`config.mk`:
```
export PLATFORM = sky130hd
export DESIGN_NAME = mcbr_fifo
export DESIGN_NICKNAME = d
export VERILOG_FILES = /design/src/mcbr_fifo.sv
export SDC_FILE = /design/constraint.sdc
export NUM_CORES = 1
export LEC_CHECK = 0
export ABC_AREA = 1
export BUFFER_PORTS_ARGS = -buffer_cell sky130_fd_sc_hd__buf_4
export CAP_MARGIN = 15
export CORE_MARGIN = 8
export CORE_UTILIZATION = 53
export CTS_CLUSTER_DIAMETER = 80
export DETAILED_ROUTE_END_ITERATION = 10
export GPL_ROUTABILITY_DRIVEN = 0
export GPL_TIMING_DRIVEN = 0
export PLACE_DENSITY = 0.8
export REMOVE_ABC_BUFFERS = 1
export SETUP_SLACK_MARGIN = 0.1
export SLEW_MARGIN = 5
export SYNTH_ARGS = -nofsm -noshare
export SYNTH_HDL_FRONTEND = slang
export SYNTH_SLANG_ARGS = --single-unit
```
`constraint.sdc`:
```
create_clock -name clk -period 3.09 [get_ports clk]
set_clock_uncertainty 0.2 [all_clocks]
set_input_delay 0.1545 -clock clk [delete_from_list [all_inputs] [get_ports clk]]
set_output_delay 0.1545 -clock clk [all_outputs]
set_load 0.05 [all_outputs]
```
`src/mcbr_fifo.sv`:
```
// mcbr_fifo: small register queue with full and empty flags
// no dependencies; DEPTH must be at least 2

module mcbr_fifo #(
  parameter int WIDTH = 8,
  parameter int DEPTH = 2
) (
  input  logic             clk,
  input  logic             rst,
  input  logic             push,
  input  logic [WIDTH-1:0] wdata,
  output logic             full,
  input  logic             pop,
  output logic [WIDTH-1:0] rdata,
  output logic             empty
);

  localparam int PTR_W = $clog2(DEPTH);
  localparam int CNT_W = $clog2(DEPTH + 1);

  logic [WIDTH-1:0] slots [DEPTH];
  logic [PTR_W-1:0] wr_ptr;
  logic [PTR_W-1:0] rd_ptr;
  logic [CNT_W-1:0] count;
  logic             do_push;
  logic             do_pop;

  assign full    = (count == CNT_W'(DEPTH));
  assign empty   = (count == '0);
  assign do_push = push && !full;
  assign do_pop  = pop && !empty;
  assign rdata   = slots[rd_ptr];

  always_ff @(posedge clk) begin
    if (rst) begin
      wr_ptr <= '0;
      rd_ptr <= '0;
      count  <= '0;
    end else begin
      if (do_push) begin
        wr_ptr <= (wr_ptr == PTR_W'(DEPTH - 1)) ? '0 : wr_ptr + PTR_W'(1);
      end
      if (do_pop) begin
        rd_ptr <= (rd_ptr == PTR_W'(DEPTH - 1)) ? '0 : rd_ptr + PTR_W'(1);
      end
      if (do_push && !do_pop) begin
        count <= count + CNT_W'(1);
      end else if (do_pop && !do_push) begin
        count <= count - CNT_W'(1);
      end
    end
  end

  always_ff @(posedge clk) begin
    if (do_push) begin
      slots[wr_ptr] <= wdata;
    end
  end

endmodule

```
== Word-level counts from Yosys, hierarchy flattened ==
Memories as Yosys holds them, arrays and structs flattened. A register that Yosys moved wholly into a read port is not among the register bits.
Cells that the tools add are included.
Storage, ports and cells
  output and inout port bits: 10
  memories: 1
  input bits: 12
  register bits: 4
  bits in writable memories: 16
Memory list
  slots: words 2, bits a word 8, rd ports 1, clocked after Yosys merged registers in 1, wr ports 1, line 21  | logic [WIDTH-1:0] slots [DEPTH];
Cells by class
  reduce and logical (&&, ||, !) cells: 10
  equality and inequality tests: 1
  add/sub/neg operators: 4
  mux-type cells: 8
Operator list (count)
  $mux 1: 6
  $logic_and 1x1->1: 4
  $logic_not 1->1: 4
  $mux 2: 2
  $add 1x1->1 const B: 2
  $add 2x1->2 const B: 1
  $eq 2x2->1 const B: 1
  $logic_not 2->1: 1
  $reduce_bool 2->1: 1
  $sub 2x1->2 const B: 1

== Depth between registers and ports, before layout ==
Gate-level depths: netlist (run 1).
  word-level depth: 7
  depth in mapped cells: 10

== Least setup slack after synthesis (run 1) ==
Ideal clock, no wire load.
  path type: register to register
  from: reg count[0]
  to: mem slots[1][0], enable pin
  data required time: 2.520 ns
  path slack: 1.569 ns
  period minus slack after synthesis: 1.521 ns
  cell stages (with the launch flop): 3
  arrival: 0.951 ns
  buffers on the path: 0
  cell sequence: dfxtp_1 -> o21ai_2 -> nor2_1
Between the ends
  longest elaborated chain between the ends: 5
RTL lines
  from (decl): line 24  | logic [CNT_W-1:0] count;
  from (signal assigned): line 47  | count <= count + CNT_W'(1);
  from (signal assigned): line 49  | count <= count - CNT_W'(1);
  $eq 2x2->1: line 28  | assign full = (count == CNT_W'(DEPTH));
  $logic_not 1->1: line 30  | assign do_push = push && !full;
  $logic_and 1x1->1: line 30
  $mux 1: line 55  | if (do_push) begin
  $mux 1 (not written as such): line 56  | slots[wr_ptr] <= wdata;
  to (decl): line 21
No other way between the ends.

==> flow_summary.json, run 1 <==
{
  "vias_per_cell": 5.099,
  "required_ps": 2740,
  "yosysTopAreaCell": "edfxtp_1",
  "max_freq_mhz": 562.8,
  "clkTransAtPathRegs_ps": 110,
  "cts_buffers": 3,
  "p_leak_nw": 0.4610,
  "multi_input_area_um2": 209.0,
  "post-route-util": 0.7504,
  "drive_above_1_share": 0.3895,
  "area_growth_pct": 34.89,
  "antenna-diode-count": 0,
  "p_sw_mw": 0.3776,
  "slowest_delay_ps": 550,
  "power.density_mw_per_mm2": 834.7,
  "final_cell_mix": "21 x buf_4, 16 x edfxtp_1, 9 x nor2_1, 9 x dlygate4sd3_1, 8 x mux2_2",
  "setup_viol": 0,
  "first_pass_iters": 4,
  "report.final.slew_viol_count": 0,
  "ys_warn_count": 0,
  "critPathKind": "flop to output pin",
  "synthesis.area_um2": 828.3,
  "report.final.hold_viol_count": 0,
  "reg2reg_slack_ps": 1320,
  "grt_overflow_total": 0,
  "fin_crit_sh": 0.5751,
  "dieArea_mm2": 0.003084,
  "max-clock-path-buffers": 2,
  "outcome": "completed",
  "gr-usage-all-layers": 0.09104,
  "rsz0062_at_grt": "false",
  "clock-sinks": 21,
  "dp_hpwl_um": 1129,
  "worstHoldStart": "push",
  "hold_class": "input port to flop",
  "arrival_ps": 1420,
  "drc_errors": 0,
  "period_minus_slack_ps": 1777,
  "finalWirelength_um": 1480,
  "nets": 109,
  "startpoint_type": "flop",
  "cts_resized": 0,
  "power_frac_seq": 0.429,
  "cp.buffers_inverters": 1,
  "synth_cell_types": 16,
  "dp_slack_ps": 1318,
  "grt_pass1_wl_um": 2318,
  "postCtsSetupBuffers": 0,
  "initialDrtViolationCount": 8,
  "r2r_start": "count[0]",
  "layout_commonest_cell": "buf_4",
  "ios": 22,
  "yosysSeqAreaShare": 0.7009,
  "rows": 14,
  "fin_total_pwr_mw": 0.9326,
  "htreeDepth": 1,
  "tns_ps": 0,
  "p_clk_frac": 0.135,
  "grt_max_degree": 12,
  "grt_pass1_vias": 591,
  "setup_ws_ps": 1313,
  "numPortBuffers": 21,
  "wl_per_cell_um": 13.33,
  "clk_latency_ps": 290,
  "crit_slowest_cell": "dfxtp_1",
  "synth_top_area_share": 0.5801,
  "syn_inst": 62,
  "endpoint_kind": "output pin",
  "p_int_mw": 0.5550,
  "ant_nets": 0,
  "root_buffer": "clkbuf_4",
  "crit_family": "flip-flops",
  "relSlewSlack": 0.5357,
  "cts_tree": "done",
  "die_w_um": 55.53,
  "ys_ff_latch": 21,
  "crit_path_max_fanout": 8,
  "num_vias": 566,
  "drv_cap": 0,
  "p_sw_frac": 0.4049,
  "hold_ws_ps": 21.56,
  "worst_ir_drop_vdd_uv": 493.9,
  "die_h_um": 55.53,
  "holdBufCountCts": 9,
  "synth_area_leaders": "edfxtp_1 58%, dfxtp_1 12%, mux2_2 11%, nor2_1 4.1%, inv_1 3.2%",
  "initial_core_util": 0.5563,
  "tightest_slew_ps": 693.9,
  "synth_area_per_cell_um2": 13.36,
  "antenna_found_initial": 0,
  "fillCellCount": 111,
  "seq_area_um2": 580.6,
  "fp.coreArea_mm2": 0.001489,
  "crit_chain": "mux2_2, buf_4",
  "combPwrFrac": 0.436
}
-- state kept, by name, indices dropped and copies added (netlist names), named ones only --
signal / flops
wr_ptr: 1
count: 2
rd_ptr: 1
slots: 16
-- layer usage --
layer,track usage,part of all wire
met1,0.07682,0.36
met2,0.1763,0.56
met3,0.04338,0.067
met4,0.03169,0.0054
met5,0,0
-- final timing paths --
path / cells past startpoint / to
hold reg to reg: 2 / wr_ptr
hold / removal: 5 / wr_ptr
setup / recovery: 2 / rdata[3]
setup reg to reg: 2 / slots[1][5]
-- layout make-up --
| cell class | instances | area share |
|---|---|---|
| repair buffers | 30 | 0.2217 |
| clock buffers | 4 | 0.02352 |
| flip-flops and latches | 21 | 0.5196 |
| inverters | 9 | 0.03024 |
| well taps | 16 | 0.01792 |
| multi-input cells | 31 | 0.1870 |
-- per-stage QoR --
stage / cells / area (um^2)
final: 111 / 1117
after global routing: 111 / 1117
after CTS: 111 / 1117
after detailed placement: 98 / 1001
after global placement: 98 / 1001
after floorplan: 61 / 823.3
-- power by group through the flow --
stage                     clock network, mW  logic, mW  registers [mW]
final                                 0.125      0.407           0.400
after global routing                  0.140      0.436           0.406
after CTS                             0.132      0.413           0.402
after detailed placement                  0      0.401           0.409
after global placement                    0      0.392           0.405
after floorplan                           0      0.299           0.397
-- logic make-up (layout without fill, tap and decap cells) --
| family | Yosys count | in the layout | share of synthesized area |
|---|---|---|---|
| AND/OR/NAND/NOR | 16 | 16 | 0.08307 |
| adder cells (fa/ha/maj) | 1 | 1 | 0.01510 |
| multiplexers | 8 | 8 | 0.1088 |
| AO/OA/AOI/OAI | 6 | 6 | 0.04531 |
| flip-flops | 21 | 21 | 0.7009 |
| buffers and inverters | 10 | 43 | 0.04683 |
-- cell usage after synthesis --
library cell and instances:
a21oi_1 1, and2_4 1, buf_2 1, dfxtp_1 5, edfxtp_1 16, ha_1 1
inv_1 7, inv_2 2, mux2_2 8, nand2_1 4, nand3_1 1, nand4_1 1
nor2_1 9, o21ai_0 2, o21ai_1 1, o21ai_2 2
-- worst min-delay path, cell delays in order --
cell and delay (ps):
buf_4 80, o21ai_2 70, inv_2 60, nor2_1 30, nor2_1 80
Note: power is estimated with default switching activity, not from simulation.
==> run 2: changes to the inputs <==
--- a/config.mk
+++ b/config.mk
@@ -9,12 +9,12 @@
 export BUFFER_PORTS_ARGS = -buffer_cell sky130_fd_sc_hd__buf_4
 export CAP_MARGIN = 15
 export CORE_MARGIN = 8
-export CORE_UTILIZATION = 53
+export CORE_UTILIZATION = 44
 export CTS_CLUSTER_DIAMETER = 80
 export DETAILED_ROUTE_END_ITERATION = 10
 export GPL_ROUTABILITY_DRIVEN = 0
 export GPL_TIMING_DRIVEN = 0
-export PLACE_DENSITY = 0.8
+export PLACE_DENSITY = 0.71
 export REMOVE_ABC_BUFFERS = 1
 export SETUP_SLACK_MARGIN = 0.1
 export SLEW_MARGIN = 5
==> constraint.sdc (replaced) <==
create_clock -name clk -period 1.49 [get_ports clk]
set_clock_uncertainty 0.2 [all_clocks]
set_input_delay 0.0745 -clock clk [delete_from_list [all_inputs] [get_ports clk]]
set_output_delay 0.0745 -clock clk [all_outputs]
set_load 0.05 [all_outputs]
==> run 2 against run 1 <==
Against the previous run:
- the flow now finishes with violations (setup timing)
- clock power rose by 120%
- sequential power rose by 120%
- global-route usage rose by 2.1 points
- highest routed layer unchanged
- cell area rose by 18%
==> flow_summary.json, run 2 (same netlist as run 1, synthesis figures left out) <==
{
  "tightest_slew_ps": 265.7,
  "dp_hpwl_um": 1075,
  "drive_above_1_share": 0.5686,
  "fin_total_pwr_mw": 2.333,
  "antenna-diode-count": 0,
  "combPwrFrac": 0.513,
  "p_leak_nw": 0.5472,
  "max-clock-path-buffers": 2,
  "dieArea_mm2": 0.003527,
  "initialDrtViolationCount": 8,
  "period_minus_slack_ps": 1515,
  "crit_family": "flip-flops",
  "largest_reg_flops": 16,
  "power.density_mw_per_mm2": 1768,
  "grt_pass1_wl_um": 2787,
  "nets": 116,
  "crit_slowest_cell": "dfxtp_4",
  "p_clk_frac": 0.116,
  "outcome": "complete, but fails checks",
  "violations": "setup timing",
  "cp.buffers_inverters": 1,
  "fin_cells": 127,
  "power_frac_seq": 0.372,
  "clkTransAtPathRegs_ps": 110,
  "area_growth_pct": 59.37,
  "wl_per_cell_um": 14.87,
  "final_cell_mix": "18 x buf_4, 16 x edfxtp_1, 10 x buf_6, 9 x dlygate4sd3_1, 8 x mux2_4",
  "crit_chain": "mux2_4, buf_6",
  "layout_commonest_cell": "buf_4",
  "critPathKind": "flop to output pin",
  "p_int_mw": 1.391,
  "die_h_um": 59.39,
  "hold_class": "input port to flop",
  "p_sw_mw": 0.9427,
  "report.final.hold_viol_count": 0,
  "top_register": "slots",
  "startpoint_type": "flop",
  "fin_crit_sh": 1.017,
  "num_vias": 598,
  "numPortBuffers": 21,
  "vias_per_cell": 4.709,
  "rsz0062_at_grt": "true",
  "cts_tree": "done",
  "slowest_delay_ps": 460,
  "clk_latency_ps": 300,
  "rows": 15,
  "ant_nets": 0,
  "required_ps": 1220,
  "die_w_um": 59.39,
  "fp.coreArea_mm2": 0.001745,
  "endpoint_kind": "output pin",
  "cts_buffers": 3,
  "setup_viol": 8,
  "ios": 22,
  "gr-usage-all-layers": 0.1120,
  "antenna_found_initial": 0,
  "crit_path_max_fanout": 8,
  "arrival_ps": 1240,
  "dpl.cell_count": 107,
  "top_regs": "slots (16), count (2)",
  "worst_ir_drop_vdd_uv": 1837,
  "drc_errors": 0,
  "clock-sinks": 21,
  "drv_cap": 0,
  "finalWirelength_um": 1888,
  "first_pass_iters": 5,
  "initial_core_util": 0.4746,
  "grt_max_degree": 13,
  "grt_overflow_total": 0,
  "max_freq_mhz": 659.8,
  "setup_ws_ps": -25.50,
  "p_sw_frac": 0.4040,
  "htreeDepth": 1,
  "grt_pass1_vias": 634,
  "relSlewSlack": 0.8225,
  "report.final.slew_viol_count": 0,
  "root_buffer": "clkbuf_4"
}
[run 2: final cells by class]
type                    count  area, um^2
well taps                  25       31.28
clock buffers               3       22.52
clock inverters             1       5.005
multi-input cells          31       295.3
repair buffers             37       337.8
fillers                   108       425.4
inverters                   9       38.79
flip-flops and latches     21       589.3
[run 2: tightest hold or removal path, delay by kind of cell]
| kind | cells | cell delay, ps |
|---|---|---|
| compound gates | 2 | 130 |
| simple gates | 1 | 70 |
| buf+inv | 2 | 230 |
[run 2: timing repair]
action,4_1_cts,5_1_grt
resized for setup,36,4
pin swaps,8,5
cloned,0,0
hold endpoints to repair,21,0
endpoints found under the setup margin,28,26
hold buffers,9,0
setup buffers,4,3
[run 2: stage by stage]
stage                     setup TNS (ps)  setup WS, ps  area (um^2)  utilization  hold slack, ps
after detailed placement           -4705        -283.3         1012       0.5799           62.31
final                             -187.8        -25.50         1320       0.7563           34.28
after global placement             -4484        -273.2         1012       0.5799           59.93
after CTS                         -152.8        -22.03         1290       0.7391           18.60
after floorplan                   -498.4        -31.22        823.3            -          -26.63
after global routing              -439.3        -58.37         1320       0.7563           57.85
[run 2: routing by layer]
layer | GRT usage | wire length (um) | part of all wire
met1 | 0.1010 | 696 | 0.37
met2 | 0.2003 | 1017 | 0.54
met3 | 0.03037 | 97 | 0.051
met4 | 0.09556 | 76 | 0.040
met5 | 0 | 0 | 0
[run 2: final timing paths]
kind	slack, ps	depth (start not counted)	start	to
min reg2reg	360	3	rd_ptr	rd_ptr
max	-30	2	flop	rdata[3]
min	30	5	pop	rd_ptr
max reg2reg	50	8	count[1]	count[1]
[run 2: power groups by stage]
stage	Clock, mW	Combinational (mW)	Sequential (mW)
after global routing	0.295	1.26	0.881
after detailed placement	0	0.835	0.848
final	0.270	1.20	0.867
after CTS	0.269	1.11	0.869
after floorplan	0	0.620	0.824
after global placement	0	0.817	0.840
==> run 3: changes to the inputs <==
--- a/config.mk
+++ b/config.mk
@@ -14,7 +14,7 @@
 export DETAILED_ROUTE_END_ITERATION = 10
 export GPL_ROUTABILITY_DRIVEN = 0
 export GPL_TIMING_DRIVEN = 0
-export PLACE_DENSITY = 0.71
+export PLACE_DENSITY = 0.75
 export REMOVE_ABC_BUFFERS = 1
 export SETUP_SLACK_MARGIN = 0.1
 export SLEW_MARGIN = 5
==> run 3 against run 2 <==
Against the previous run:
- the flow still finishes with violations (setup timing)
- sequential share of layout area decreased by 1.1 points
- combinational power grew 6%
- wire length is 7.0% lower
- maximum frequency is 0.71% higher
- largest cell class unchanged
==> flow_summary.json, run 3 (same netlist as run 1, synthesis figures left out) <==
{
  "relSlewSlack": 0.8260,
  "p_leak_nw": 0.5501,
  "grt_max_degree": 12,
  "finalWirelength_um": 1755,
  "layout_commonest_cell": "edfxtp_1",
  "place_area_mm2": 0.001012,
  "antenna-diode-count": 0,
  "power_frac_seq": 0.364,
  "fin_total_pwr_mw": 2.409,
  "hold_ws_ps": 31.76,
  "grt_pass1_vias": 689,
  "clkTransAtPathRegs_ps": 110,
  "ios": 22,
  "crit_path_max_fanout": 8,
  "num_vias": 604,
  "post-route-util": 0.7749,
  "drv_cap": 0,
  "r2r_start": "count[0]",
  "slowest_delay_ps": 460,
  "startpoint_type": "flop",
  "max-clock-path-buffers": 2,
  "crit_slowest_cell": "dfxtp_4",
  "clock-sinks": 21,
  "gr-usage-all-layers": 0.1101,
  "clk_latency_ps": 290,
  "hold_class": "input port to flop",
  "drive_above_1_share": 0.5728,
  "dp_hpwl_um": 1064,
  "report.final.hold_viol_count": 0,
  "first_pass_iters": 3,
  "grt_pass1_wl_um": 2884,
  "power.density_mw_per_mm2": 1781,
  "top_register": "slots",
  "cts_buffers": 3,
  "ant_nets": 0,
  "top_regs": "slots (16), count (2)",
  "max_freq_mhz": 664.5,
  "endpoint_kind": "output pin",
  "worstHoldStart": "pop",
  "largest_reg_flops": 16,
  "combPwrFrac": 0.527,
  "top_layer": "met4",
  "multi_input_area_um2": 306.5,
  "period_minus_slack_ps": 1505,
  "fillCellCount": 103,
  "required_ps": 1220,
  "critPathKind": "flop to output pin",
  "drc_errors": 0,
  "violations": "setup timing",
  "rsz0062_at_grt": "true",
  "htreeDepth": 1,
  "outcome": "complete, but fails checks",
  "die_w_um": 59.39,
  "final_cell_mix": "16 x edfxtp_1, 15 x buf_4, 12 x buf_6, 10 x dlygate4sd3_1, 8 x mux2_4",
  "setup_ws_ps": -14.88,
  "vias_per_cell": 4.719,
  "m1WireLength_um": 628,
  "seq_area_um2": 589.3,
  "fp.coreArea_mm2": 0.001745,
  "nets": 117,
  "report.final.slew_viol_count": 0,
  "initialDrtViolationCount": 5,
  "grt_overflow_total": 0,
  "initial_core_util": 0.4746,
  "design_area_mm2": 0.001353,
  "fin_crit_sh": 1.010,
  "crit_family": "flip-flops",
  "reg2regPathDepth": 8,
  "root_buffer": "clkbuf_4",
  "cp.depth": 2,
  "worst_ir_drop_vdd_uv": 1617,
  "p_int_mw": 1.451,
  "numPortBuffers": 21,
  "p_sw_frac": 0.3975,
  "p_clk_frac": 0.109,
  "rows": 15,
  "wl_per_cell_um": 13.71,
  "cp.buffers_inverters": 1,
  "die_h_um": 59.39,
  "tightest_slew_ps": 260.4,
  "holdPathStages": 5,
  "crit_chain": "mux2_4, buf_6",
  "wl_met2_um": 1014,
  "arrival_ps": 1230,
  "p_sw_mw": 0.9574,
  "dieArea_mm2": 0.003527,
  "dr_wl_met3_um": 102,
  "area_growth_pct": 63.29,
  "cts_tree": "done",
  "setup_viol": 8,
  "antenna_found_initial": 0
}
run 3: what timing repair did:
item,in CTS,in global routing
hold endpoints to repair,21,0
hold buffers,10,0
gates resized for setup,41,5
pin swaps,8,8
endpoints found under the setup margin,26,27
cloned,0,0
buffers inserted,5,2
run 3: layout make-up:
type / instances / share of cell area
sequential: 21 / 0.4357
timing repair buffer: 38 / 0.2683
multi-input combinational: 31 / 0.2266
inverter: 9 / 0.02683
tap: 25 / 0.02313
clock buffer: 4 / 0.01943
run 3: per-layer routing:
layer | GRT usage | up-vias
li1 | - | 295
met2 | 0.2049 | 16
met1 | 0.09949 | 291
met5 | 0 | -
met3 | 0.03905 | 2
met4 | 0.06143 | 0
run 3: through the flow:
step	TNS, ps	setup slack, ps	std cells
finish	-105.2	-14.88	128
detailed placement	-4588	-279.8	107
floorplan	-498.4	-31.22	61
global placement	-4184	-257.1	107
global route	-622.7	-80.68	128
CTS	-196.4	-26.36	126
run 3: path summary, 6_finish.rpt:
| check | endpoint | slack [ps] |
|---|---|---|
| min | flop | 30 |
| max reg2reg | count[1] | 60 |
| max | rdata[4] | -10 |
| min reg2reg | count[0] | 340 |
run 3: power groups by stage:
stage / clock (mW) / sequential, mW / combinational [mW]
floorplan: 0 / 0.824 / 0.620
global placement: 0 / 0.839 / 0.816
detailed placement: 0 / 0.848 / 0.833
CTS: 0.270 / 0.875 / 1.18
global route: 0.303 / 0.893 / 1.34
finish: 0.261 / 0.878 / 1.27
run 3: worst min-delay path, cell delays in order:
cell	delay, ps
buf_4	120
o21ai_4	70
buf_4	110
o21ai_1	60
nor2_1	70
