**config.mk**
```make
export PLATFORM = sky130hd
export DESIGN_NAME = mcbr_front
export DESIGN_NICKNAME = d
export VERILOG_FILES = /design/src/mcbr_pkg.sv /design/src/mcbr_front.sv
export SDC_FILE = /design/constraint.sdc
export NUM_CORES = 1
export LEC_CHECK = 0
export ABC_AREA = 0
export BUFFER_PORTS_ARGS = -buffer_cell sky130_fd_sc_hd__buf_4
export CORE_AREA = 2 2 76 78
export CTS_CLUSTER_DIAMETER = 100
export DETAILED_ROUTE_END_ITERATION = 8
export DIE_AREA = 0 0 78 80
export GPL_TIMING_DRIVEN = 0
export PLACE_DENSITY = 0.78
export REMOVE_ABC_BUFFERS = 1
export SYNTH_ARGS = -nofsm -noshare
export SYNTH_HDL_FRONTEND = slang
export SYNTH_SLANG_ARGS = --single-unit
```
**constraint.sdc**
```tcl
create_clock -name clk -period 3.8 [get_ports clk]
set_clock_uncertainty 0.1 [all_clocks]
set_input_delay 0.76 -clock clk [delete_from_list [all_inputs] [get_ports clk]]
set_output_delay 0.76 -clock clk [all_outputs]
set_load 0.1 [all_outputs]
```
**src/mcbr_pkg.sv**
```systemverilog
// mcbr_pkg: shared types and constants of the memory card byte responder
// depends on nothing; used by the front end, the back end and the top level

package mcbr_pkg;

  // sector geometry, fixed by the card format
  localparam int SECTOR_BYTES = 128;
  localparam int BUF_AW       = $clog2(SECTOR_BYTES);
  localparam int CNT_W        = BUF_AW + 1;

  // depth of the queues between the parts
  localparam int CMD_DEPTH = 2;
  localparam int RES_DEPTH = 2;

  // request codes on req_type
  localparam logic [1:0] REQ_START = 2'd0;
  localparam logic [1:0] REQ_READ  = 2'd1;
  localparam logic [1:0] REQ_WRITE = 2'd2;

  // byte positions within a transaction
  localparam logic [7:0] POS_FIRST   = 8'd2;
  localparam logic [7:0] POS_ID2     = 8'd3;
  localparam logic [7:0] POS_SECT_HI = 8'd4;
  localparam logic [7:0] POS_SECT_LO = 8'd5;
  localparam logic [7:0] POS_RD_ACK1 = 8'd6;
  localparam logic [7:0] POS_RD_ACK2 = 8'd7;
  localparam logic [7:0] POS_RD_HI   = 8'd8;
  localparam logic [7:0] POS_RD_LO   = 8'd9;
  localparam logic [7:0] POS_RD_DATA = 8'd10;
  localparam logic [7:0] POS_RD_CHK  = 8'd138;
  localparam logic [7:0] POS_RD_LAST = 8'd139;
  localparam logic [7:0] POS_WR_DATA = 8'd6;
  localparam logic [7:0] POS_WR_CHK  = 8'd134;
  localparam logic [7:0] POS_WR_ACK1 = 8'd135;
  localparam logic [7:0] POS_WR_ACK2 = 8'd136;
  localparam logic [7:0] POS_WR_LAST = 8'd137;

  // response bytes
  localparam logic [7:0] RSP_NONE      = 8'h00;
  localparam logic [7:0] RSP_ID1       = 8'h5A;
  localparam logic [7:0] RSP_ID2       = 8'h5D;
  localparam logic [7:0] RSP_ACK1      = 8'h5C;
  localparam logic [7:0] RSP_GOOD      = 8'h47;
  localparam logic [7:0] RSP_BAD_CHECK = 8'h4E;
  localparam logic [7:0] RSP_BAD       = 8'hFF;

  // work handed from the front end to the back end
  typedef enum logic [2:0] {
    OP_IMM,
    OP_START,
    OP_WR_BYTE,
    OP_RD_LOAD,
    OP_RD_BYTE,
    OP_RD_CHECK,
    OP_COMMIT
  } op_t;

  typedef struct packed {
    op_t         op;
    logic [7:0]  data;
    logic        ack;
    logic [6:0]  index;
    logic        seed;
    logic [7:0]  seed_value;
    logic [15:0] sector;
    logic        sector_valid;
    logic [7:0]  expected;
  } cmd_t;

  typedef struct packed {
    logic [7:0] data;
    logic       ack;
  } result_t;

  typedef enum logic [2:0] {
    ST_CLEAR,
    ST_IDLE,
    ST_RD_WAIT,
    ST_LOAD,
    ST_COMMIT
  } back_state_t;

endpackage

```
**src/mcbr_front.sv**
```systemverilog
// mcbr_front: accepts host bytes, tracks position and sector, classifies work
// depends on mcbr_pkg

module mcbr_front #(
  parameter int SECTOR_COUNT = 1024
) (
  input  logic              clk,
  input  logic              rst,
  input  logic              push,
  output logic              full,
  input  logic [1:0]        req_type,
  input  logic [7:0]        data_in,
  input  logic              cfg_valid,
  output logic              cfg_ready,
  input  logic              cfg_data,
  input  logic              cmdq_full,
  input  logic              clearing,
  output logic              cmd_push,
  output mcbr_pkg::cmd_t    cmd
);

  logic       card_present;
  logic [7:0] pos;
  logic [7:0] pos_next;
  logic [7:0] sector_high;
  logic [7:0] sector_high_next;
  logic [7:0] sector_low;
  logic [7:0] sector_low_next;
  logic [7:0] expected_check;
  logic [7:0] expected_check_next;
  logic       sector_valid;
  logic       sector_valid_next;
  logic       accept;
  logic       lo_in_range;
  logic [7:0] rd_offset;
  logic [7:0] wr_offset;

  assign full      = cmdq_full || clearing;
  assign accept    = push && !full;
  assign cmd_push  = accept;
  assign cfg_ready = 1'b1;

  assign lo_in_range = ({1'b0, sector_high, data_in} < 17'(SECTOR_COUNT));
  assign rd_offset   = pos - mcbr_pkg::POS_RD_DATA;
  assign wr_offset   = pos - mcbr_pkg::POS_WR_DATA;

  always_comb begin
    pos_next            = pos;
    sector_high_next    = sector_high;
    sector_low_next     = sector_low;
    expected_check_next = expected_check;
    sector_valid_next   = sector_valid;

    cmd              = '0;
    cmd.op           = mcbr_pkg::OP_IMM;
    cmd.data         = mcbr_pkg::RSP_NONE;
    cmd.ack          = 1'b0;
    cmd.seed_value   = sector_high ^ sector_low;
    cmd.sector       = {sector_high, sector_low};
    cmd.sector_valid = sector_valid;
    cmd.expected     = expected_check;

    case (req_type)
      mcbr_pkg::REQ_START: begin
        cmd.op              = mcbr_pkg::OP_START;
        cmd.data            = mcbr_pkg::RSP_BAD;
        cmd.ack             = card_present;
        pos_next            = mcbr_pkg::POS_FIRST;
        sector_high_next    = '0;
        sector_low_next     = '0;
        expected_check_next = '0;
      end
      mcbr_pkg::REQ_READ: begin
        if (!card_present) begin
          cmd.data = mcbr_pkg::RSP_BAD;
        end else if (pos >= mcbr_pkg::POS_FIRST && pos <= mcbr_pkg::POS_RD_LAST) begin
          cmd.ack   = 1'b1;
          cmd.index = rd_offset[6:0];
          pos_next  = pos + 8'd1;
          case (pos)
            mcbr_pkg::POS_FIRST:   cmd.data = mcbr_pkg::RSP_ID1;
            mcbr_pkg::POS_ID2:     cmd.data = mcbr_pkg::RSP_ID2;
            mcbr_pkg::POS_SECT_HI: sector_high_next = data_in;
            mcbr_pkg::POS_SECT_LO: begin
              sector_low_next   = data_in;
              sector_valid_next = lo_in_range;
            end
            mcbr_pkg::POS_RD_ACK1: cmd.data = mcbr_pkg::RSP_ACK1;
            mcbr_pkg::POS_RD_ACK2: cmd.data = mcbr_pkg::RSP_ID2;
            mcbr_pkg::POS_RD_HI:   cmd.data = sector_high;
            mcbr_pkg::POS_RD_LO:   cmd.data = sector_low;
            mcbr_pkg::POS_RD_DATA: cmd.op = mcbr_pkg::OP_RD_LOAD;
            mcbr_pkg::POS_RD_CHK:  cmd.op = mcbr_pkg::OP_RD_CHECK;
            mcbr_pkg::POS_RD_LAST: begin
              cmd.data = mcbr_pkg::RSP_GOOD;
              cmd.ack  = 1'b0;
            end
            default:               cmd.op = mcbr_pkg::OP_RD_BYTE;
          endcase
        end
      end
      mcbr_pkg::REQ_WRITE: begin
        if (pos >= mcbr_pkg::POS_FIRST && pos <= mcbr_pkg::POS_WR_LAST) begin
          cmd.ack   = 1'b1;
          cmd.index = wr_offset[6:0];
          pos_next  = pos + 8'd1;
          case (pos)
            mcbr_pkg::POS_FIRST:   cmd.data = mcbr_pkg::RSP_ID1;
            mcbr_pkg::POS_ID2:     cmd.data = mcbr_pkg::RSP_ID2;
            mcbr_pkg::POS_SECT_HI: sector_high_next = data_in;
            mcbr_pkg::POS_SECT_LO: begin
              sector_low_next   = data_in;
              sector_valid_next = lo_in_range;
            end
            mcbr_pkg::POS_WR_CHK:  expected_check_next = data_in;
            mcbr_pkg::POS_WR_ACK1: cmd.data = mcbr_pkg::RSP_ACK1;
            mcbr_pkg::POS_WR_ACK2: cmd.data = mcbr_pkg::RSP_ID2;
            mcbr_pkg::POS_WR_LAST: begin
              cmd.op  = mcbr_pkg::OP_COMMIT;
              cmd.ack = 1'b0;
            end
            default: begin
              cmd.op   = mcbr_pkg::OP_WR_BYTE;
              cmd.data = data_in;
              cmd.seed = (pos == mcbr_pkg::POS_WR_DATA);
            end
          endcase
        end
      end
      default: begin
        cmd.data = mcbr_pkg::RSP_NONE;
      end
    endcase
  end

  always_ff @(posedge clk) begin
    if (rst) begin
      card_present   <= 1'b1;
      pos            <= mcbr_pkg::POS_FIRST;
      sector_high    <= '0;
      sector_low     <= '0;
      expected_check <= '0;
      sector_valid   <= 1'b0;
    end else begin
      if (cfg_valid && cfg_ready) begin
        card_present <= cfg_data;
      end
      if (accept) begin
        pos            <= pos_next;
        sector_high    <= sector_high_next;
        sector_low     <= sector_low_next;
        expected_check <= expected_check_next;
        sector_valid   <= sector_valid_next;
      end
    end
  end

endmodule

```
# Word level (Yosys, flattened, before mapping)
# Cells that the tools add are included.
[totals]
regBits = 34
latch_bits = 0
ramBits = 0
mem_bits_ro = 0
word_cells = 92
n_memories = 0
[op_classes]
addsub = 3
mul = 0
div = 0
magnitude_cmp = 4
n_eq_ne = 21
shift = 0
n_mux = 39
bitwise = 1
reduce_logical = 18
[ops]
columns = ["operator", "n"]
rows = [
  ["2-to-1 mux 8 bit", 15],
  ["case mux 8 bit (3 select lines)", 4],
  ["equality test 8 bit (second input constant)", 6],
  ["case mux 8 bit (6 select lines)", 1],
  ["equality test 8 x 3 -> 1 bit (second input constant)", 4],
  ["case mux 8 bit (4 select lines)", 1],
  ["equality test 8 x 4 -> 1 bit (second input constant)", 3],
  ["2-to-1 mux 20 bit", 1],
  ["2-to-1 mux 19 bit", 1],
  ["case mux 3 bit (3 select lines)", 2],
  ["equality test 8 x 2 -> 1 bit (second input constant)", 2],
  ["<= comparator 8 bit (second input constant)", 2],
  ["less-than comparator 16 x 11 -> 1 bit (second input constant)", 1],
  ["case mux 8 bit (2 select lines)", 1],
  ["case mux 7 bit (2 select lines)", 1],
  ["AND reduction 5 bit", 2],
  ["OR reduction 9 bit", 1],
  ["adder 8 x 1 -> 8 bit (second input constant)", 1],
  [">= comparator 8 x 2 -> 1 bit (second input constant)", 1],
  ["2-to-1 mux 1 bit", 8],
  ["OR reduction 8 bit", 1],
  ["bitwise XOR 8 bit", 1],
  ["OR reduction 7 bit", 1],
  ["subtractor 7 x 3 -> 7 bit (second input constant)", 1],
  ["18 further kinds", 24],
]

# Depth between registers and ports, before layout
# Gate-level depths: netlist (run 1).
[logic_depth]
word_depth = 6
depth_mapped = 10
mapped_depth_nobuf = 7

# Worst setup path after synthesis (run 1)
# OpenSTA, ideal clock, no wires.
[synth_timing]
path_kind = "input to output"
from = "in req_type[1]"
to = "out cmd[38] in the netlist's numbering"
t_arrival_ns = 4.192
required_ns = 2.940
slack_ns = -1.252
cell_stages = 8
path_cell_list = "inv_1 > ha_1 > clkbuf_1 > nand2_1 > nor3b_1 > buf_2 > a32oi_1 > a221oi_1"
[synth_lines]
columns = ["item", "line", "source"]
rows = [
  ["start, declared", "mcbr_front.sv:11", "input logic [1:0] req_type,"],
  ["end, declared", "mcbr_front.sv:19", "output mcbr_pkg::cmd_t cmd"],
]

==> impl_metrics.env, run 1 <==
export IMPL_cp_max_fo=25
export IMPL_grt_overflow=0
export IMPL_drive_above_1_share_pct=27.2
export IMPL_power_density_nw_per_um2=276
export IMPL_grt_use_met2_pct=51.6
export IMPL_hold_class="reg2reg"
export IMPL_grtUsageMet3_pct=6.11
export IMPL_grt_antenna_before_repair=0
export IMPL_tightest_slew_ns=0.828
export IMPL_ys_flop_type="dfxtp_1"
export IMPL_synth_top_area_share_pct=23.7
export IMPL_crit_path_end_kind="output port"
export IMPL_cts_sinks=34
export IMPL_track_usage_pct=30.9
export IMPL_synth_area_leader_cell="dfxtp_1"
export IMPL_num_io_pins=73
export IMPL_start_util_pct=53.2
export IMPL_dr_pass1_iters=6
export IMPL_fp_dieH_microns=80
export IMPL_cts_root_buf="clkbuf_8"
export IMPL_n_antenna_cell=0
export IMPL_gp_congestion=0.949
export IMPL_ys_types=68
export IMPL_initialDrtViolationCount=429
export IMPL_netlist_instances=373
export IMPL_synth_edff_count=0
export IMPL_fmax_ghz=0.267
export IMPL_status="finished clean"
export IMPL_port_buffers=71
export IMPL_cp_cell_sequence="or4_1 > nor3_1 > a221o_1 > a21oi_1 > o22ai_1 > buf_4"
export IMPL_cts_tree="built"
export IMPL_hpwl_microns=6850
export IMPL_critPathSlowestCell="or4_1"
export IMPL_required_ns=2.94
export IMPL_p_total_mw=0.995
export IMPL_core_area_sq_um=5410
export IMPL_wl_per_cell_microns=19.4
export IMPL_grt_max_degree=29
export IMPL_wl_microns=9660
export IMPL_leakagePower_nw=1.57
export IMPL_synth_area_sq_um=2880
export IMPL_ant_nets=0
export IMPL_slew_violations=0
export IMPL_die_area_sq_um=6240
export IMPL_crit_path_max_incr_delay_ns=0.65
export IMPL_drc_errors=0
export IMPL_h_tree_depth=2
export IMPL_clock_latency_ns=0.29
export IMPL_grt_use_met1_pct=39.8
export IMPL_setup_viol_count_final=0
export IMPL_grt_pass1_wl_microns=15500
export IMPL_path_delay_family="simple AND/OR/NAND/NOR gates"
export IMPL_fin_nets=454
export IMPL_arrival_ns=2.89
export IMPL_fp_dieW_microns=78
export IMPL_critPathLaunchType="flip-flop"
export IMPL_path_class="reg2out"
export IMPL_synth_seq_cells=34
export IMPL_synth_most_common_cell="dfxtp_1"
export IMPL_irDropWorstVdd_mv=0.282
export IMPL_cts_buffers=5
export IMPL_grt_setup_unrepaired="no"
export IMPL_netlist_top_cells_count="34 x dfxtp_1, 28 x nand2_1, 25 x a21oi_1, 21 x o21ai_0, 20 x nor2_1"
export IMPL_relSlewSlack_pct=44.8
export IMPL_dpl_cell_count=485
export IMPL_ys_warn_count=0
export IMPL_avgViaCountPerCell=6.77
export IMPL_grt_pass1_vias=3135
export IMPL_cts_buffer_depth=2
export IMPL_synth_seq_area_share_pct=23.7
export IMPL_syn_avg_cell_area_sq_um=7.71
export IMPL_final_cells=499
export IMPL_finalHoldViolCount=0
export IMPL_max_cap_violations=0
export IMPL_postCtsHoldBufs=0
export IMPL_std_cell_rows=27
export IMPL_yosys_top_cells_area="dfxtp_1 24%, mux2i_1 6.3%, ha_1 4.8%"
export IMPL_syn2layout_area_growth_pct=25.2
export IMPL_clk_pin_slew_ns=0.08
export IMPL_finalCritPeriodShare_pct=98.6
export IMPL_gr_max_usage_layer="met2"
export IMPL_num_vias=3378
export IMPL_cp_num_buf_inv=1
export IMPL_synth_async_sr_flop_share_pct=0
export IMPL_layout_min_cycle_time_ns=3.75
-- sequential cells by signal, summed over array words and instances, names as in the netlist --
| signal | cells |
|---|---|
| card_present | 1 |
| sector_high | 8 |
| sector_low | 8 |
| sector_valid | 1 |
| pos | 8 |
| expected_check | 8 |
-- cell type report --
cell class | count | area, sq um
multi-input cells | 289 | 2060
fillers | 476 | 1800
flip-flops and latches | 34 | 687
repair buffers | 77 | 598
well taps | 72 | 90.1
clock buffers | 6 | 82.6
inverters | 19 | 71.3
clock inverters | 2 | 12.5
-- per-stage QoR --
step / TNS, ns / instance area, sq um / worst slack (ns) / util (%) / hold slack (ns)
2_1_floorplan: -11.64 / 2730 / -1.50 / - / 0.438
3_3_place_gp: -6.89 / 3350 / -0.530 / 62.1 / 0.362
3_5_place_dp: -6.81 / 3350 / -0.552 / 62.1 / 0.368
4_1_cts: 0 / 3520 / 0.0207 / 65.1 / 0.378
5_1_grt: 0 / 3600 / 0.00680 / 66.6 / 0.388
6_report: 0 / 3600 / 0.0532 / 66.6 / 0.374
-- path summary, 6_finish.rpt --
| path | startpoint | endpoint | slack, ns | depth (start not counted) |
|---|---|---|---|---|
| worst max register to register | pos[1]$_SDFFE_PP1P_ | pos[5]$_SDFFE_PP0P_ | 0.84 | 7 |
| worst max-delay path | pos[3]$_SDFFE_PP0P_ | cmd[43] | 0.05 | 6 |
| worst min-delay path | expected_check[0]$_SDFFE_PP0P_ | expected_check[0]$_SDFFE_PP0P_ | 0.37 | 2 |
| worst min register to register | expected_check[0]$_SDFFE_PP0P_ | expected_check[0]$_SDFFE_PP0P_ | 0.37 | 2 |
-- routing by layer --
layer / routed length (microns) / vias to the layer above
li1: - / 1539
met1: 3970 / 1591
met2: 4560 / 218
met3: 916 / 30
met4: 216 / 0
met5: 0 / -
-- logic make-up after synthesis --
family / after synthesis / synth area share (%)
buf+inv: 50 / 7.52
other cells: 1 / 0.130
fa+ha+maj: 11 / 4.78
flops: 34 / 23.7
simple gates: 123 / 22.9
compound gates: 128 / 32.3
mux: 18 / 6.26
xor+xnor: 8 / 2.44
-- report_power, final --
group | switching [mW] | internal, mW
registers | 0.00550 | 0.359
clock network | 0.147 | 0.146
logic | 0.253 | 0.0844
-- repair_timing --
item	CTS	global route
setup endpoints to repair	20	12
gates resized for setup	15	8
endpoints found under the hold margin	0	0
pin swaps	0	3
buffers inserted	0	6
gates cloned	0	0
-- layout by cell type (no fill, tap or decap), drive strengths merged, types with 5 or more instances in the layout --
cell type / Yosys / routed
buf: 12 / 77
dfxtp: 34 / 34
nand2: 29 / 29
a21oi: 25 / 25
o21ai: 23 / 23
nor2: 20 / 20
inv: 19 / 19
mux2i: 18 / 18
nand4: 15 / 15
nand3: 15 / 15
nor3: 13 / 13
ha: 11 / 11
a31oi: 8 / 8
xor2: 8 / 8
a21o: 7 / 7
clkbuf: 19 / 6
a2111oi: 6 / 6
or3: 5 / 5
nor4: 5 / 5
-- tightest hold or removal path, cell delays in order (launching register included) --
cell and delay [ns]:
dfxtp_1 0.31, o21ai_0 0.06, a21oi_1 0.06
(Power assumes the default switching activity.)
==> inputs of run 2 (changes only) <==
--- a/config.mk
+++ b/config.mk
@@ -7,13 +7,14 @@
 export LEC_CHECK = 0
 export ABC_AREA = 0
 export BUFFER_PORTS_ARGS = -buffer_cell sky130_fd_sc_hd__buf_4
-export CORE_AREA = 2 2 76 78
+export CORE_AREA = 2 2 87 68
 export CTS_CLUSTER_DIAMETER = 100
 export DETAILED_ROUTE_END_ITERATION = 8
-export DIE_AREA = 0 0 78 80
+export DIE_AREA = 0 0 89 70
 export GPL_TIMING_DRIVEN = 0
-export PLACE_DENSITY = 0.78
+export PLACE_DENSITY = 0.79
 export REMOVE_ABC_BUFFERS = 1
+export SKIP_CTS_REPAIR_TIMING = 1
 export SYNTH_ARGS = -nofsm -noshare
 export SYNTH_HDL_FRONTEND = slang
 export SYNTH_SLANG_ARGS = --single-unit
==> run 2 against run 1 <==
Compared with the run above: register-to-register slack about the same; total power increased by 13%; cell count stayed put; worst setup slack got worse by 0.011 ns; combinational power is 3% lower; maximum frequency decreased by 0.30%; first-iteration DRC count rose by 21%; die area fell by 0.16%; hold slack better by 0.0048 ns; largest cell class unchanged; largest power group is now clock.
==> impl_metrics.env, run 2 (synthesis results as in run 1) <==
export IMPL_status="finished clean"
export IMPL_cts_buffers=5
export IMPL_fin_nets=448
export IMPL_power_density_nw_per_um2=313
export IMPL_path_class="reg2out"
export IMPL_port_buffers=71
export IMPL_cell_internal_pwr_mw=0.700
export IMPL_gp_congestion=0.948
export IMPL_holdPathStages=2
export IMPL_cts_tree="built"
export IMPL_h_tree_depth=2
export IMPL_drc_errors=0
export IMPL_wl_microns=9420
export IMPL_grt_max_degree=29
export IMPL_hold_ws_ns=0.379
export IMPL_critPathLaunchType="flip-flop"
export IMPL_hold_class="reg2reg"
export IMPL_drive_above_1_share_pct=25.4
export IMPL_n_antenna_cell=0
export IMPL_hpwl_microns=6570
export IMPL_pwr_share_comb_pct=29.2
export IMPL_wl_per_cell_microns=18.9
export IMPL_initialDrtViolationCount=520
export IMPL_finalHoldViolCount=0
export IMPL_ant_nets=0
export IMPL_grt_overflow=0
export IMPL_cp_max_fo=25
export IMPL_tightest_slew_ns=0.847
export IMPL_fp_dieW_microns=89
export IMPL_grt_pass1_vias=2784
export IMPL_crit_path_end_kind="output port"
export IMPL_cts_buffer_depth=2
export IMPL_required_ns=2.94
export IMPL_r2r_start="pos[0]$_SDFFE_PP0P_"
export IMPL_track_usage_pct=29.3
export IMPL_switching_share_pct=37.4
export IMPL_layout_commonest_cell="buf_4"
export IMPL_final_cell_mix="70 x buf_4, 30 x dfxtp_1, 28 x nand2_1"
export IMPL_worstHoldStart="sector_valid$_SDFFE_PP0P_"
export IMPL_start_util_pct=52.1
export IMPL_seq_power_share_pct=32.6
export IMPL_power_frac_clock_pct=38.2
export IMPL_fp_dieH_microns=70
export IMPL_clock_latency_ns=0.31
export IMPL_finalCritPeriodShare_pct=98.9
export IMPL_avgViaCountPerCell=6.67
export IMPL_leakagePower_nw=1.55
export IMPL_dr_pass1_iters=6
export IMPL_slew_violations=0
export IMPL_reg2reg_slack_ns=0.85
export IMPL_layout_min_cycle_time_ns=3.76
export IMPL_fin_setup_tns_ns=0
export IMPL_irDropWorstVdd_mv=0.204
export IMPL_syn2layout_area_growth_pct=24.2
export IMPL_num_vias=3326
export IMPL_arrival_ns=2.90
export IMPL_timing_critical_path_from="pos[3]$_SDFFE_PP0P_"
export IMPL_grt_antenna_before_repair=0
export IMPL_cts_sinks=34
export IMPL_setup_viol_count_final=0
export IMPL_die_area_sq_um=6230
export IMPL_max_cap_violations=0
export IMPL_clk_pin_slew_ns=0.08
export IMPL_num_io_pins=73
export IMPL_fmax_ghz=0.266
export IMPL_r2r_cells=7
export IMPL_grt_pass1_wl_microns=14400
export IMPL_p_switching_mw=0.419
export IMPL_p_total_mw=1.12
export IMPL_relSlewSlack_pct=43.5
export IMPL_cts_root_buf="clkbuf_8"
export IMPL_core_area_sq_um=5530
export IMPL_std_cell_rows=24
==> run 2: worst max-delay path, cell delays in order (launching register included) <==
cell and delay [ns]:
dfxtp_2 0.48, or4_1 0.64, nor3_1 0.62, a221o_1 0.27, a21oi_1 0.06, o22ai_1 0.19, buf_4 0.33
==> run 2: area by class of cell <==
type	instances	area, sq um
clock buffer	5	68.8
clock inverter	3	68.8
fill	487	1950
inverter	19	71.3
multi-input combinational	289	2040
sequential	34	686
tap	78	97.6
timing repair buffer	71	537
==> run 2: path summary, 6_finish.rpt <==
path	end
min	sector_valid$_SDFFE_PP0P_
min reg2reg	sector_valid$_SDFFE_PP0P_
max	cmd[43]
max reg2reg	pos[5]$_SDFFE_PP0P_
==> run 2: power by group through the flow <==
stage / sequential (mW) / clock [mW] / combinational (mW)
after floorplan: 0.384 / 0 / 0.225
after global placement: 0.372 / 0 / 0.315
after detailed placement: 0.373 / 0 / 0.317
after CTS: 0.364 / 0.424 / 0.318
after global routing: 0.365 / 0.442 / 0.340
final: 0.365 / 0.427 / 0.327
==> run 2: per-layer routing <==
layer	vias up	GRT usage, %	part of all wire, %
li1	1528	-	-
met1	1575	45.5	45
met2	206	41.4	44
met3	17	5.08	9.9
met4	0	7.96	1.5
met5	-	0	0
==> run 2: per-stage QoR <==
| stage | area, sq um | setup WS [ns] | util (%) | std cells |
|---|---|---|---|---|
| global placement | 3360 | -0.458 | 60.8 | 491 |
| global route | 3570 | -0.0128 | 64.7 | 499 |
| floorplan | 2730 | -1.50 | - | 342 |
| CTS | 3500 | -0.778 | 63.3 | 499 |
| finish | 3570 | 0.0419 | 64.7 | 499 |
| detailed placement | 3360 | -0.454 | 60.8 | 491 |
